**config.mk**
```make
export PLATFORM = sky130hd
export DESIGN_NAME = task_event_flag_table_top_flat
export DESIGN_NICKNAME = d
export VERILOG_FILES = /design/src/hdl/tefl_pkg.sv /design/src/hdl/tefl_chan_if.sv /design/src/hdl/task_event_flag_table_top.sv /design/src/hdl/tefl_eval.sv /design/src/flat_wrapper.sv
export SDC_FILE = /design/constraint.sdc
export NUM_CORES = 2
export LEC_CHECK = 0
export BUFFER_PORTS_ARGS = -buffer_cell sky130_fd_sc_hd__buf_2
export CORE_MARGIN = 2
export CORE_UTILIZATION = 45
export CTS_CLUSTER_SIZE = 24
export DETAILED_ROUTE_END_ITERATION = 16
export HOLD_SLACK_MARGIN = 0.12
export PLACE_DENSITY = 0.65
export SETUP_SLACK_MARGIN = 0.3
export SLEW_MARGIN = 25
export SYNTH_ARGS = -nofsm -noshare
export SYNTH_HDL_FRONTEND = slang
export SYNTH_HIERARCHICAL = 1
export SYNTH_SLANG_ARGS = --single-unit
```
**constraint.sdc**
```tcl
create_clock -name clk_i -period 19.3 [get_ports clk_i]
set_input_delay 1.93 -clock clk_i [delete_from_list [all_inputs] [get_ports clk_i]]
set_output_delay 1.93 -clock clk_i [all_outputs]
set_load 0.01 [all_outputs]
```
**src/hdl/tefl_pkg.sv**
```systemverilog
// Package: shared constants, codes and item types of the task event flag table.
`default_nettype none

package tefl_pkg;

  localparam int NUM_TASKS_DEF   = 32;
  localparam int EVENT_WIDTH_DEF = 32;

  localparam int OP_W     = 2;
  localparam int ID_W     = 6;
  localparam int EV_W     = 32;
  localparam int TICKS_W  = 32;
  localparam int STATUS_W = 4;

  localparam logic [TICKS_W-1:0] TICKS_FOREVER = '1;

  typedef enum logic [OP_W-1:0] {
    OP_READ   = 2'd0,
    OP_WRITE  = 2'd1,
    OP_EXPIRE = 2'd2
  } op_e;

  typedef enum logic [STATUS_W-1:0] {
    ST_OK          = 4'd0,
    ST_MASK_INV    = 4'd1,
    ST_FLAGS_INV   = 4'd2,
    ST_NOT_IN_TASK = 4'd3,
    ST_READ_FAIL   = 4'd4,
    ST_IN_LOCK     = 4'd5,
    ST_PENDING     = 4'd6,
    ST_TIMEOUT     = 4'd7,
    ST_ID_INV      = 4'd8,
    ST_EVENTS_INV  = 4'd9,
    ST_NOT_CREATED = 4'd10,
    ST_IGNORED     = 4'd11
  } status_e;

  typedef struct packed {
    logic [OP_W-1:0]    opcode;
    logic [ID_W-1:0]    task_id;
    logic [EV_W-1:0]    event_bits;
    logic               mode_all;
    logic               wait_req;
    logic [TICKS_W-1:0] timeout_ticks;
    logic               in_interrupt;
    logic               sched_locked;
    logic               task_created;
  } in_item_t;

  typedef struct packed {
    logic [STATUS_W-1:0] status;
    logic [EV_W-1:0]     events_out;
    logic                woken;
    logic                start_timer;
    logic [TICKS_W-1:0]  timer_ticks;
  } out_item_t;

  // Per-task wait flags, kept in flops.
  typedef struct packed {
    logic pend;
    logic timed;
  } task_flags_t;

  // Write enables from the evaluator to the state.
  typedef struct packed {
    logic entry_we;
    logic flag_we;
  } upd_t;

endpackage

`default_nettype wire

```
**src/hdl/tefl_chan_if.sv**
```systemverilog
// Interfaces: valid/ready channels for input and result words.
`default_nettype none

interface tefl_in_if import tefl_pkg::*; ();
  logic     valid;
  logic     ready;
  in_item_t data;

  modport source (output valid, output data, input ready);
  modport sink   (input valid, input data, output ready);
endinterface

interface tefl_out_if import tefl_pkg::*; ();
  logic      valid;
  logic      ready;
  out_item_t data;

  modport source (output valid, output data, input ready);
  modport sink   (input valid, input data, output ready);
endinterface

`default_nettype wire

```
**src/hdl/task_event_flag_table_top.sv**
```systemverilog
// Top level: task event flag table with entry memory, flags and result register.
//
//  channel  | dir | word        | accepted when
//  ---------+-----+-------------+-----------------------------
//  in_i     | in  | in_item_t   | in_i.valid  && in_i.ready
//  out_o    | out | out_item_t  | out_o.valid && out_o.ready
//
// One word per cycle sustained while the result is not stalled. A word is
// held in the input stage while the entry memory is read; its result is then
// registered in the result register, which drives out_o.valid and out_o.data.
// The entry memory has one read port, registered, and one write port; the
// last write is held aside and forwarded so back-to-back words to one task
// see each other. Reset clears the flags and the entry valid bits at once;
// an entry never written reads as zero, so no clearing pass is needed.
// A stalled result holds the input stage; input stays open while the result
// register can drain.
`default_nettype none

module task_event_flag_table_top import tefl_pkg::*; #(
  parameter int NUM_TASKS   = NUM_TASKS_DEF,
  parameter int EVENT_WIDTH = EVENT_WIDTH_DEF
) (
  input  wire         clk_i,
  input  wire         rst_ni,
  tefl_in_if.sink     in_i,
  tefl_out_if.source  out_o
);

  localparam int IW    = (NUM_TASKS > 1) ? $clog2(NUM_TASKS) : 1;
  localparam int ENT_W = 2 * EVENT_WIDTH + 1;

  // Entry layout: {mode, mask, event word}.
  logic [ENT_W-1:0] mem [NUM_TASKS];
  logic [ENT_W-1:0] rd_q;

  logic [NUM_TASKS-1:0] ent_vld_q;
  logic [NUM_TASKS-1:0] pend_q;
  logic [NUM_TASKS-1:0] timed_q;

  // Input stage.
  logic     s1_vld_q;
  in_item_t s1_item_q;

  // Last write, for forwarding.
  logic             wb_vld_q;
  logic [IW-1:0]    wb_idx_q;
  logic [ENT_W-1:0] wb_q;

  // Result register.
  logic      out_vld_q;
  out_item_t out_item_q;

  logic accept;
  logic fire;

  logic [IW-1:0]    in_idx;
  logic [IW-1:0]    s1_idx;
  logic [ENT_W-1:0] ent;
  logic [ENT_W-1:0] ent_new;

  task_flags_t            flags_cur;
  task_flags_t            flags_new;
  upd_t                   upd;
  out_item_t              res;
  logic [EVENT_WIDTH-1:0] ev_new;
  logic [EVENT_WIDTH-1:0] mask_new;
  logic                   mode_new;

  // Handshake: advance the input stage whenever the result register can take it.
  assign fire        = s1_vld_q && (!out_vld_q || out_o.ready);
  assign in_i.ready  = !s1_vld_q || fire;
  assign accept      = in_i.valid && in_i.ready;
  assign out_o.valid = out_vld_q;
  assign out_o.data  = out_item_q;

  assign in_idx = in_i.data.task_id[IW-1:0];
  assign s1_idx = s1_item_q.task_id[IW-1:0];

  // Pick the freshest copy: last write, else memory, else the reset value.
  always_comb begin
    if (wb_vld_q && wb_idx_q == s1_idx) begin
      ent = wb_q;
    end else if (ent_vld_q[s1_idx]) begin
      ent = rd_q;
    end else begin
      ent = '0;
    end
  end

  assign flags_cur.pend  = pend_q[s1_idx];
  assign flags_cur.timed = timed_q[s1_idx];

  tefl_eval #(
    .NUM_TASKS   (NUM_TASKS),
    .EVENT_WIDTH (EVENT_WIDTH)
  ) u_eval (
    .item_i  (s1_item_q),
    .ev_i    (ent[EVENT_WIDTH-1:0]),
    .mask_i  (ent[2*EVENT_WIDTH-1:EVENT_WIDTH]),
    .mode_i  (ent[ENT_W-1]),
    .flags_i (flags_cur),
    .res_o   (res),
    .ev_o    (ev_new),
    .mask_o  (mask_new),
    .mode_o  (mode_new),
    .flags_o (flags_new),
    .upd_o   (upd)
  );

  assign ent_new = {mode_new, mask_new, ev_new};

  // Entry memory: read on accept, write when the input stage retires with an entry update.
  always_ff @(posedge clk_i) begin
    if (accept) begin
      rd_q <= mem[in_idx];
    end
    if (fire && upd.entry_we) begin
      mem[s1_idx] <= ent_new;
    end
  end

  // Payload registers.
  always_ff @(posedge clk_i) begin
    if (accept) begin
      s1_item_q <= in_i.data;
    end
    if (fire) begin
      out_item_q <= res;
    end
    if (fire && upd.entry_we) begin
      wb_idx_q <= s1_idx;
      wb_q     <= ent_new;
    end
  end

  // Control state.
  always_ff @(posedge clk_i or negedge rst_ni) begin
    if (!rst_ni) begin
      s1_vld_q  <= 1'b0;
      out_vld_q <= 1'b0;
      wb_vld_q  <= 1'b0;
      ent_vld_q <= '0;
      pend_q    <= '0;
      timed_q   <= '0;
    end else begin
      if (accept) begin
        s1_vld_q <= 1'b1;
      end else if (fire) begin
        s1_vld_q <= 1'b0;
      end
      if (fire) begin
        out_vld_q <= 1'b1;
      end else if (out_o.ready) begin
        out_vld_q <= 1'b0;
      end
      if (fire && upd.entry_we) begin
        wb_vld_q          <= 1'b1;
        ent_vld_q[s1_idx] <= 1'b1;
      end
      if (fire && upd.flag_we) begin
        pend_q[s1_idx]  <= flags_new.pend;
        timed_q[s1_idx] <= flags_new.timed;
      end
    end
  end

`ifndef NO_ASSERTIONS
  // A timed wait is always a pending wait.
  a_timed_needs_pend: assert property (@(posedge clk_i) disable iff (!rst_ni)
    (timed_q & ~pend_q) == '0)
    else $error("timed flag set on a task that is not pending");

  // A woken reader is no longer pending afterwards.
  a_wake_clears_pend: assert property (@(posedge clk_i) disable iff (!rst_ni)
    (fire && res.woken) |=> !pend_q[$past(s1_idx)])
    else $error("woken task still pending");

  // A timer request only comes with a pending status.
  a_timer_with_pend: assert property (@(posedge clk_i) disable iff (!rst_ni)
    (out_vld_q && out_item_q.start_timer) |-> (out_item_q.status == ST_PENDING))
    else $error("timer requested without pending status");
`endif

endmodule

`default_nettype wire

```
**src/hdl/tefl_eval.sv**
```systemverilog
// Evaluator: decides one operation against one task's entry and flags.
`default_nettype none

module tefl_eval import tefl_pkg::*; #(
  parameter int NUM_TASKS   = NUM_TASKS_DEF,
  parameter int EVENT_WIDTH = EVENT_WIDTH_DEF
) (
  input  in_item_t               item_i,
  input  logic [EVENT_WIDTH-1:0] ev_i,
  input  logic [EVENT_WIDTH-1:0] mask_i,
  input  logic                   mode_i,
  input  task_flags_t            flags_i,
  output out_item_t              res_o,
  output logic [EVENT_WIDTH-1:0] ev_o,
  output logic [EVENT_WIDTH-1:0] mask_o,
  output logic                   mode_o,
  output task_flags_t            flags_o,
  output upd_t                   upd_o
);

  localparam logic [ID_W:0] NumTasksW = (ID_W+1)'(NUM_TASKS);

  function automatic logic cond_holds(logic [EVENT_WIDTH-1:0] ev,
                                      logic [EVENT_WIDTH-1:0] mask, logic all);
    cond_holds = all ? ((ev & mask) == mask) : ((ev & mask) != '0);
  endfunction

  logic [EVENT_WIDTH-1:0] bits;
  logic [EVENT_WIDTH-1:0] ev_or;
  logic                   id_ok;
  logic                   timed_wait;

  assign bits       = item_i.event_bits[EVENT_WIDTH-1:0];
  assign ev_or      = ev_i | bits;
  assign id_ok      = {1'b0, item_i.task_id} < NumTasksW;
  assign timed_wait = item_i.timeout_ticks != TICKS_FOREVER;

  always_comb begin
    res_o.status      = ST_IGNORED;
    res_o.events_out  = '0;
    res_o.woken       = 1'b0;
    res_o.start_timer = 1'b0;
    res_o.timer_ticks = '0;
    ev_o              = ev_i;
    mask_o            = mask_i;
    mode_o            = mode_i;
    flags_o           = flags_i;
    upd_o.entry_we    = 1'b0;
    upd_o.flag_we     = 1'b0;

    case (op_e'(item_i.opcode))
      OP_READ: begin
        if (bits == '0) begin
          res_o.status = ST_MASK_INV;
        end else if (item_i.wait_req && item_i.timeout_ticks == '0) begin
          res_o.status = ST_FLAGS_INV;
        end else if (item_i.in_interrupt) begin
          res_o.status = ST_NOT_IN_TASK;
        end else if (!id_ok) begin
          res_o.status = ST_ID_INV;
        end else if (flags_i.pend) begin
          res_o.status = ST_IGNORED;
        end else begin
          upd_o.entry_we = 1'b1;
          mask_o         = bits;
          mode_o         = item_i.mode_all;
          if (cond_holds(ev_i, bits, item_i.mode_all)) begin
            res_o.events_out = EV_W'(ev_i & bits);
            ev_o             = ev_i & ~bits;
            res_o.status     = ST_OK;
          end else if (!item_i.wait_req) begin
            res_o.status = ST_READ_FAIL;
          end else if (item_i.sched_locked) begin
            res_o.status = ST_IN_LOCK;
          end else begin
            upd_o.flag_we     = 1'b1;
            flags_o.pend      = 1'b1;
            flags_o.timed     = timed_wait;
            res_o.start_timer = timed_wait;
            res_o.timer_ticks = timed_wait ? item_i.timeout_ticks : '0;
            res_o.status      = ST_PENDING;
          end
        end
      end
      OP_WRITE: begin
        if (!id_ok) begin
          res_o.status = ST_ID_INV;
        end else if (bits == '0) begin
          res_o.status = ST_EVENTS_INV;
        end else if (!item_i.task_created) begin
          res_o.status = ST_NOT_CREATED;
        end else begin
          upd_o.entry_we = 1'b1;
          res_o.status   = ST_OK;
          ev_o           = ev_or;
          // Consume the waiter's events now, not when it resumes.
          if (flags_i.pend && cond_holds(ev_or, mask_i, mode_i)) begin
            upd_o.flag_we    = 1'b1;
            flags_o.pend     = 1'b0;
            flags_o.timed    = 1'b0;
            res_o.woken      = 1'b1;
            res_o.events_out = EV_W'(ev_or & mask_i);
            ev_o             = ev_or & ~mask_i;
          end
        end
      end
      OP_EXPIRE: begin
        if (!id_ok) begin
          res_o.status = ST_ID_INV;
        end else if (flags_i.pend && flags_i.timed) begin
          upd_o.flag_we = 1'b1;
          flags_o.pend  = 1'b0;
          flags_o.timed = 1'b0;
          res_o.status  = ST_TIMEOUT;
        end else begin
          res_o.status = ST_IGNORED;
        end
      end
      default: begin
        res_o.status = ST_IGNORED;
      end
    endcase
  end

endmodule

`default_nettype wire

```
**src/flat_wrapper.sv**
```systemverilog
// flat-port wrapper written by rule: the top's interface ports become plain ports
module task_event_flag_table_top_flat import tefl_pkg::*;
#(
  parameter int NUM_TASKS   = NUM_TASKS_DEF,
  parameter int EVENT_WIDTH = EVENT_WIDTH_DEF
)
  (clk_i, rst_ni, in_i_valid, in_i_data, in_i_ready, out_o_valid, out_o_data, out_o_ready);
  tefl_in_if in_i_i ();
  tefl_out_if out_o_i ();
  input  wire clk_i;
  input  wire rst_ni;
  input wire logic [$bits(in_i_i.valid)-1:0] in_i_valid;
  input wire logic [$bits(in_i_i.data)-1:0] in_i_data;
  output wire logic [$bits(in_i_i.ready)-1:0] in_i_ready;
  output wire logic [$bits(out_o_i.valid)-1:0] out_o_valid;
  output wire logic [$bits(out_o_i.data)-1:0] out_o_data;
  input wire logic [$bits(out_o_i.ready)-1:0] out_o_ready;
  assign in_i_i.valid = in_i_valid;
  assign in_i_i.data = in_i_data;
  assign in_i_ready = in_i_i.ready;
  assign out_o_valid = out_o_i.valid;
  assign out_o_data = out_o_i.data;
  assign out_o_i.ready = out_o_ready;
  task_event_flag_table_top #(.NUM_TASKS(NUM_TASKS), .EVENT_WIDTH(EVENT_WIDTH)) u_core (.clk_i(clk_i), .rst_ni(rst_ni), .in_i(in_i_i), .out_o(out_o_i));
endmodule
```
Yosys cells after proc, flatten, opt, wreduce, memory -nomap -nowiden
Memories as Yosys holds them, arrays and structs flattened. A register that Yosys moved wholly into a read port is not among the register bits.
Cells that the tools add are included.
{"block": "totals", "memories": 1, "reg_bits": 316, "out_inout_bits": 72, "ram_bits": 2080, "in_bits": 81, "word_cells": 168}
{"block": "classes", "reduce_logical": 23, "eq_ne": 6, "muxes": 99, "bitwise_logic": 14, "order_cmp": 3}
{"name": "u_core.mem", "words": 32, "word_bits": 65, "rd": 1, "rd_ports_with_merged_regs": 1, "write_ports": 1, "line": "task_event_flag_table_top.sv:33", "source": "logic [ENT_W-1:0] mem [NUM_TASKS];"}
{"op": "$mux 32", "count": 22}
{"op": "$mux 33", "count": 4}
{"op": "$mux 65", "count": 2}
{"op": "$and 32x32->32", "count": 4}
{"op": "$pmux 32 s2", "count": 2}
{"op": "$bwmux 32", "count": 2}
{"op": "$eq 32x32->1", "count": 2}
{"op": "$logic_not 32->1", "count": 2}
{"op": "$not 32->32", "count": 2}
{"op": "$or 32x32->32", "count": 2}
{"op": "$reduce_bool 32->1", "count": 2}
{"op": "$mux 4", "count": 12}
{"op": "$mux 2", "count": 23}
{"op": "$ne 32x32->1 const B", "count": 1}
{"op": "$mux 1", "count": 24}
{"op": "$bmux 1 s5", "count": 3}
{"op": "$pmux 4 s3", "count": 1}
{"op": "$reduce_or 10->1", "count": 1}
{"op": "$logic_and 1x1->1", "count": 9}
{"op": "$reduce_or 9->1", "count": 1}
{"op": "$lt 5x6->1 const B", "count": 1}
{"op": "$lt 6x6->1 const B", "count": 1}
{"op": "$not 1->1", "count": 6}
{"op": "$pmux 2 s3", "count": 1}
{"op": "12 further kinds", "count": 15}

Depth between registers and ports, before layout
{"block": "logic_depth", "depth_word": 17, "depth_mapped": 22, "mapped_depth_nobuf": 16}

Modules after synthesis
The synthesis kept the hierarchy.
{"mod": "task_event_flag_table_top", "area_per_inst_um2": 92523.7, "cells_each": 3954, "n_inst": 1}
{"mod": "tefl_eval", "area_per_inst_um2": 3813.7, "cells_each": 555, "n_inst": 1}

Worst setup path before layout
No wires, ideal clock.
{"block": "synth_timing", "kind": "reg2reg", "startpoint": "register u_core.s1_item_q (netlist bit u_core/s1_idx[1])", "endpoint": "memory u_core/mem[23][0] (netlist bit), enable pin", "path_slack_ns": 10.112, "synth_period_minus_slack_ns": 9.188, "path_stages_with_launch": 14, "arrival_ns": 8.698, "required_ns": 18.810, "cell_sequence": "edfxtp_1 -> clkbuf_1 -> buf_1 -> buf_1 -> mux4_2 -> a22oi_1 -> nand4_1 -> or3_1 -> nor4_1 -> or2_2 -> and3_1 -> clkbuf_1 -> nand3_1 -> nor2_1"}
{"item": "start: declaration", "line": "task_event_flag_table_top.sv:42", "source": "in_item_t s1_item_q;"}
{"item": "start signal: assignment", "line": "task_event_flag_table_top.sv:125", "source": "s1_item_q <= in_i.data;"}
{"item": "end: declaration", "line": "task_event_flag_table_top.sv:33"}

==> qor.csv <==
stage,metric,value,unit
outcome,status,"complete, no violations",
sta,tightest_slew,1.16,ns
cts,htree_levels,4,
sta,fin_crit,7.20,ns
sta,hold_viol_final,0,
routing,drt-initial-drc-count,6542,
global_routing,antenna_found_initial,11,
synthesis,synth_nets,4590,
power_and_ir_drop,sw_frac_of_total,0.221,
power_and_ir_drop,peakVddDrop,107,uV
final_layout,fin_util,0.510,
sta,finalCritPeriodShare,0.373,
routing,routed_wl,256,mm
final_layout,syn2layout_area_growth,12.6,%
power_and_ir_drop,powerDensity,104,nW/um^2
hold_path,hold_path.class,flop to flop,
sta,finalMaxSlewViolations,0,
die,start_util,0.453,
critical_path,arrival,7.72,ns
placed_design,dp_hpwl,143,mm
synthesis,synth-main-ff-cell,edfxtp_1,
synthesis,yosys_warnings,6,
synthesis,ys_ff_latch,2461,
sta,finalSetupViolCount,0,
sta,finalClockSkew,0.0762,ns
global_routing,grt_max_degree,127,
job,drv_cap,0,
cts,clock-sinks,2461,
routing,postRouteAntennaNets,0,
final_layout,drive_above_1_share,0.287,
sta,slew-limit-headroom,0.228,
critical_path,crit_type,flop to flop,
power_and_ir_drop,p_clk_frac,0.404,
synthesis,avgSynthCellArea,21.4,sq um
die,num_rows,169,
synthesis,yosysSeqAreaShare,0.762,
power_and_ir_drop,leakagePower,35.6,nW
synthesis,synth.top_cell.area_share,0.736,
placed_design,io_buffers,152,
global_routing,grt_pass1_wl,363,mm
sta,setup-tns-final,0,ns
synthesis,synthCells,4509,
critical_path,crit_fanout,39,
global_routing,grt_use_total,0.234,
synthesis,async_reset_ff_frac,0.0402,
synthesis,netlist_area,96300,sq um
synthesis,synth_top_area_cell,edfxtp_1,
routing,drtPass1Iterations,9,
cts,ctsResizeCount,0,
critical_path,required,19.82,ns
die,die_x,467,um
routing,drc_errors,0,
global_routing,grt_overflow_total,0,
die,die_y,467,um
cts,cts_setup_buffers,0,
synthesis,synthTopCellsByArea,"edfxtp_1 (74%), mux4_2 (13%), dfrtp_1 (2.6%), mux2i_1 (1.7%), mux2_2 (1.6%)",
power_and_ir_drop,seqPwrFrac,0.537,
die,coreArea,213000,sq um
critical_path,endpoint_kind,flop,
routing,viasPerCell,6.33,
cts,clock_path_buffers,3,
global_routing,grt_pass1_vias,48574,
cts,cts_tree,done,
cts,cts_hold_buf,0,
power_and_ir_drop,switchingPower,0.00249,W
sta,grt_setup_unrepaired,false,
placed_design,dp_slack,12.11,ns
cts,cts_buffers,238,
synthesis,yosys.cell_types.count,66,
cts,cts-root-buf,clkbuf_16,
critical_path,start_kind,flop,
synthesis,synth_edf_count,2362,
sta,timing.fmax,139,MHz
placed_design,place_congestion,0.948,
cts,clk_pin_slew,0.06,ns
power_and_ir_drop,p_comb_frac,0.059,
routing,post_drt_wl_per_cell,32.8,um
die,fp.dieArea,218000,sq um
power_and_ir_drop,p_int,0.00876,W
cts,clock_latency,0.92,ns
final_layout,nNetsFinal,4863,
sta,setup_slack,12.10,ns
routing,via_count,49417,
die,io_pins,153,
sta,hold_ws,0.460,ns
[power groups by stage]
stage / logic (W) / registers, W / clock network [W]
2_1_floorplan: 0.000418 / 0.00613 / 0
3_3_place_gp: 0.000644 / 0.00615 / 0
3_5_place_dp: 0.000658 / 0.00615 / 0
4_1_cts: 0.000659 / 0.00604 / 0.00462
5_1_grt: 0.000703 / 0.00604 / 0.00483
6_report: 0.000662 / 0.00604 / 0.00455
[layout by cell type (no fill, tap or decap), types with 7 or more instances in the layout]
cell type / instances
nor2_4: 32
nand4_1: 23
mux4_2: 559
nor4_1: 21
a221oi_1: 26
edfxtp_1: 2362
mux2i_1: 160
buf_2: 147
inv_1: 46
clkbuf_1: 50
clkinv_2: 47
o221ai_1: 48
clkbuf_16: 239
a21oi_1: 40
nor3b_1: 22
nor2b_1: 7
and3_1: 7
and2_1: 34
a22o_1: 95
nand2_1: 29
o22ai_1: 65
mux2_2: 134
o21ai_1: 14
dfrtp_1: 99
or2_2: 35
nand3_1: 16
buf_4: 156
bufinv_16: 19
a211oi_1: 9
nor2_1: 84
a22oi_1: 53
clkinv_16: 7
clkinv_1: 57
a32o_1: 26
o21ai_0: 109
[registers in the layout (all words and copies together) (netlist names)]
signal              cells
u_core/s1_vld_q         1
u_core/rd_q            65
u_core/wb_vld_q         1
u_core/mem           2080
u_core/out_o.valid      1
u_core/wb_q            65
u_core/wb_idx_q         5
u_core/out_o.data      70
u_core/ent_vld_q       32
u_core/s1_idx           5
u_core/pend_q          32
u_core/timed_q         32
u_core/s1_item_q       72
[per-layer routing]
layer	vias to the layer above	track usage	share of wire
met4	8	0.0810	0.035
met5	-	0	0.00018
met2	2802	0.368	0.47
met1	26488	0.329	0.39
met3	490	0.0472	0.10
li1	19629	-	-
[synthesized netlist by cell type (all sizes together), types with 47 or more instances]
cell and instances:
a22oi 53, mux2 134, o21ai 123, dfrtp 99, inv 47, nor2 116
mux4 559, buf 171, clkbuf 106, o221ai 48, mux2i 160, a22o 95
o22ai 65, edfxtp 2362
[path summary, 6_finish.rpt]
kind	startpoint	depth (start not counted)	slack, ns	endpoint
max in group asynchronous	rst_ni	2	17.26	u_core/timed_q[13]$_DFFE_PN0P_
min in group asynchronous	rst_ni	1	0.97	u_core/ent_vld_q[31]$_DFFE_PN0P_
setup / recovery	u_core/s1_idx[0]$_DFFE_PP_	12	12.10	u_core/mem[11][23]$_DFFE_PP_
hold reg to reg	u_core/ent_vld_q[20]$_DFFE_PN0P_	1	0.46	u_core/ent_vld_q[20]$_DFFE_PN0P_
setup reg to reg	u_core/s1_idx[0]$_DFFE_PP_	12	12.10	u_core/mem[11][23]$_DFFE_PP_
hold / removal	u_core/ent_vld_q[20]$_DFFE_PN0P_	1	0.46	u_core/ent_vld_q[20]$_DFFE_PN0P_
[area by class of cell]
| type | count | area (sq um) |
|---|---|---|
| Fill cell | 16477 | 104000 |
| Multi-Input combinational cell | 1724 | 21700 |
| Tap cell | 2821 | 3530 |
| Timing Repair Buffer | 310 | 2000 |
| Inverter | 47 | 179 |
| Antenna cell | 4 | 10.0 |
| Clock inverter | 147 | 1430 |
| Clock buffer | 293 | 6220 |
| Sequential cell | 2461 | 73400 |
[worst max-delay path: stages (launching register included)]
cell      delay (ns)
edfxtp_1        0.32
buf_4           0.48
mux4_2          0.59
a22oi_1         0.25
nand4_1         0.40
or3_1           0.54
nor4_2          0.51
or2_2           0.22
and3_4          0.65
nand3_1         0.72
nor2_4          0.81
buf_4           0.56
buf_4           0.72
[metrics by stage]
stage | total power, W | instance area, sq um | std cells
3_3_place_gp | 0.00679 | 101000 | 7362
2_1_floorplan | 0.00654 | 96300 | 4509
6_report | 0.0112 | 108000 | 7807
4_1_cts | 0.0113 | 108000 | 7802
3_5_place_dp | 0.00681 | 101000 | 7362
5_1_grt | 0.0116 | 108000 | 7803
[cell families after synthesis]
family          after synthesis  synth area share
buf+inv                     324            0.0162
flops                      2461             0.762
simple gates                355            0.0201
mux                         853             0.163
xor+xnor                      5          0.000455
compound gates              511            0.0383
Note: power is estimated with default switching activity, not from simulation.
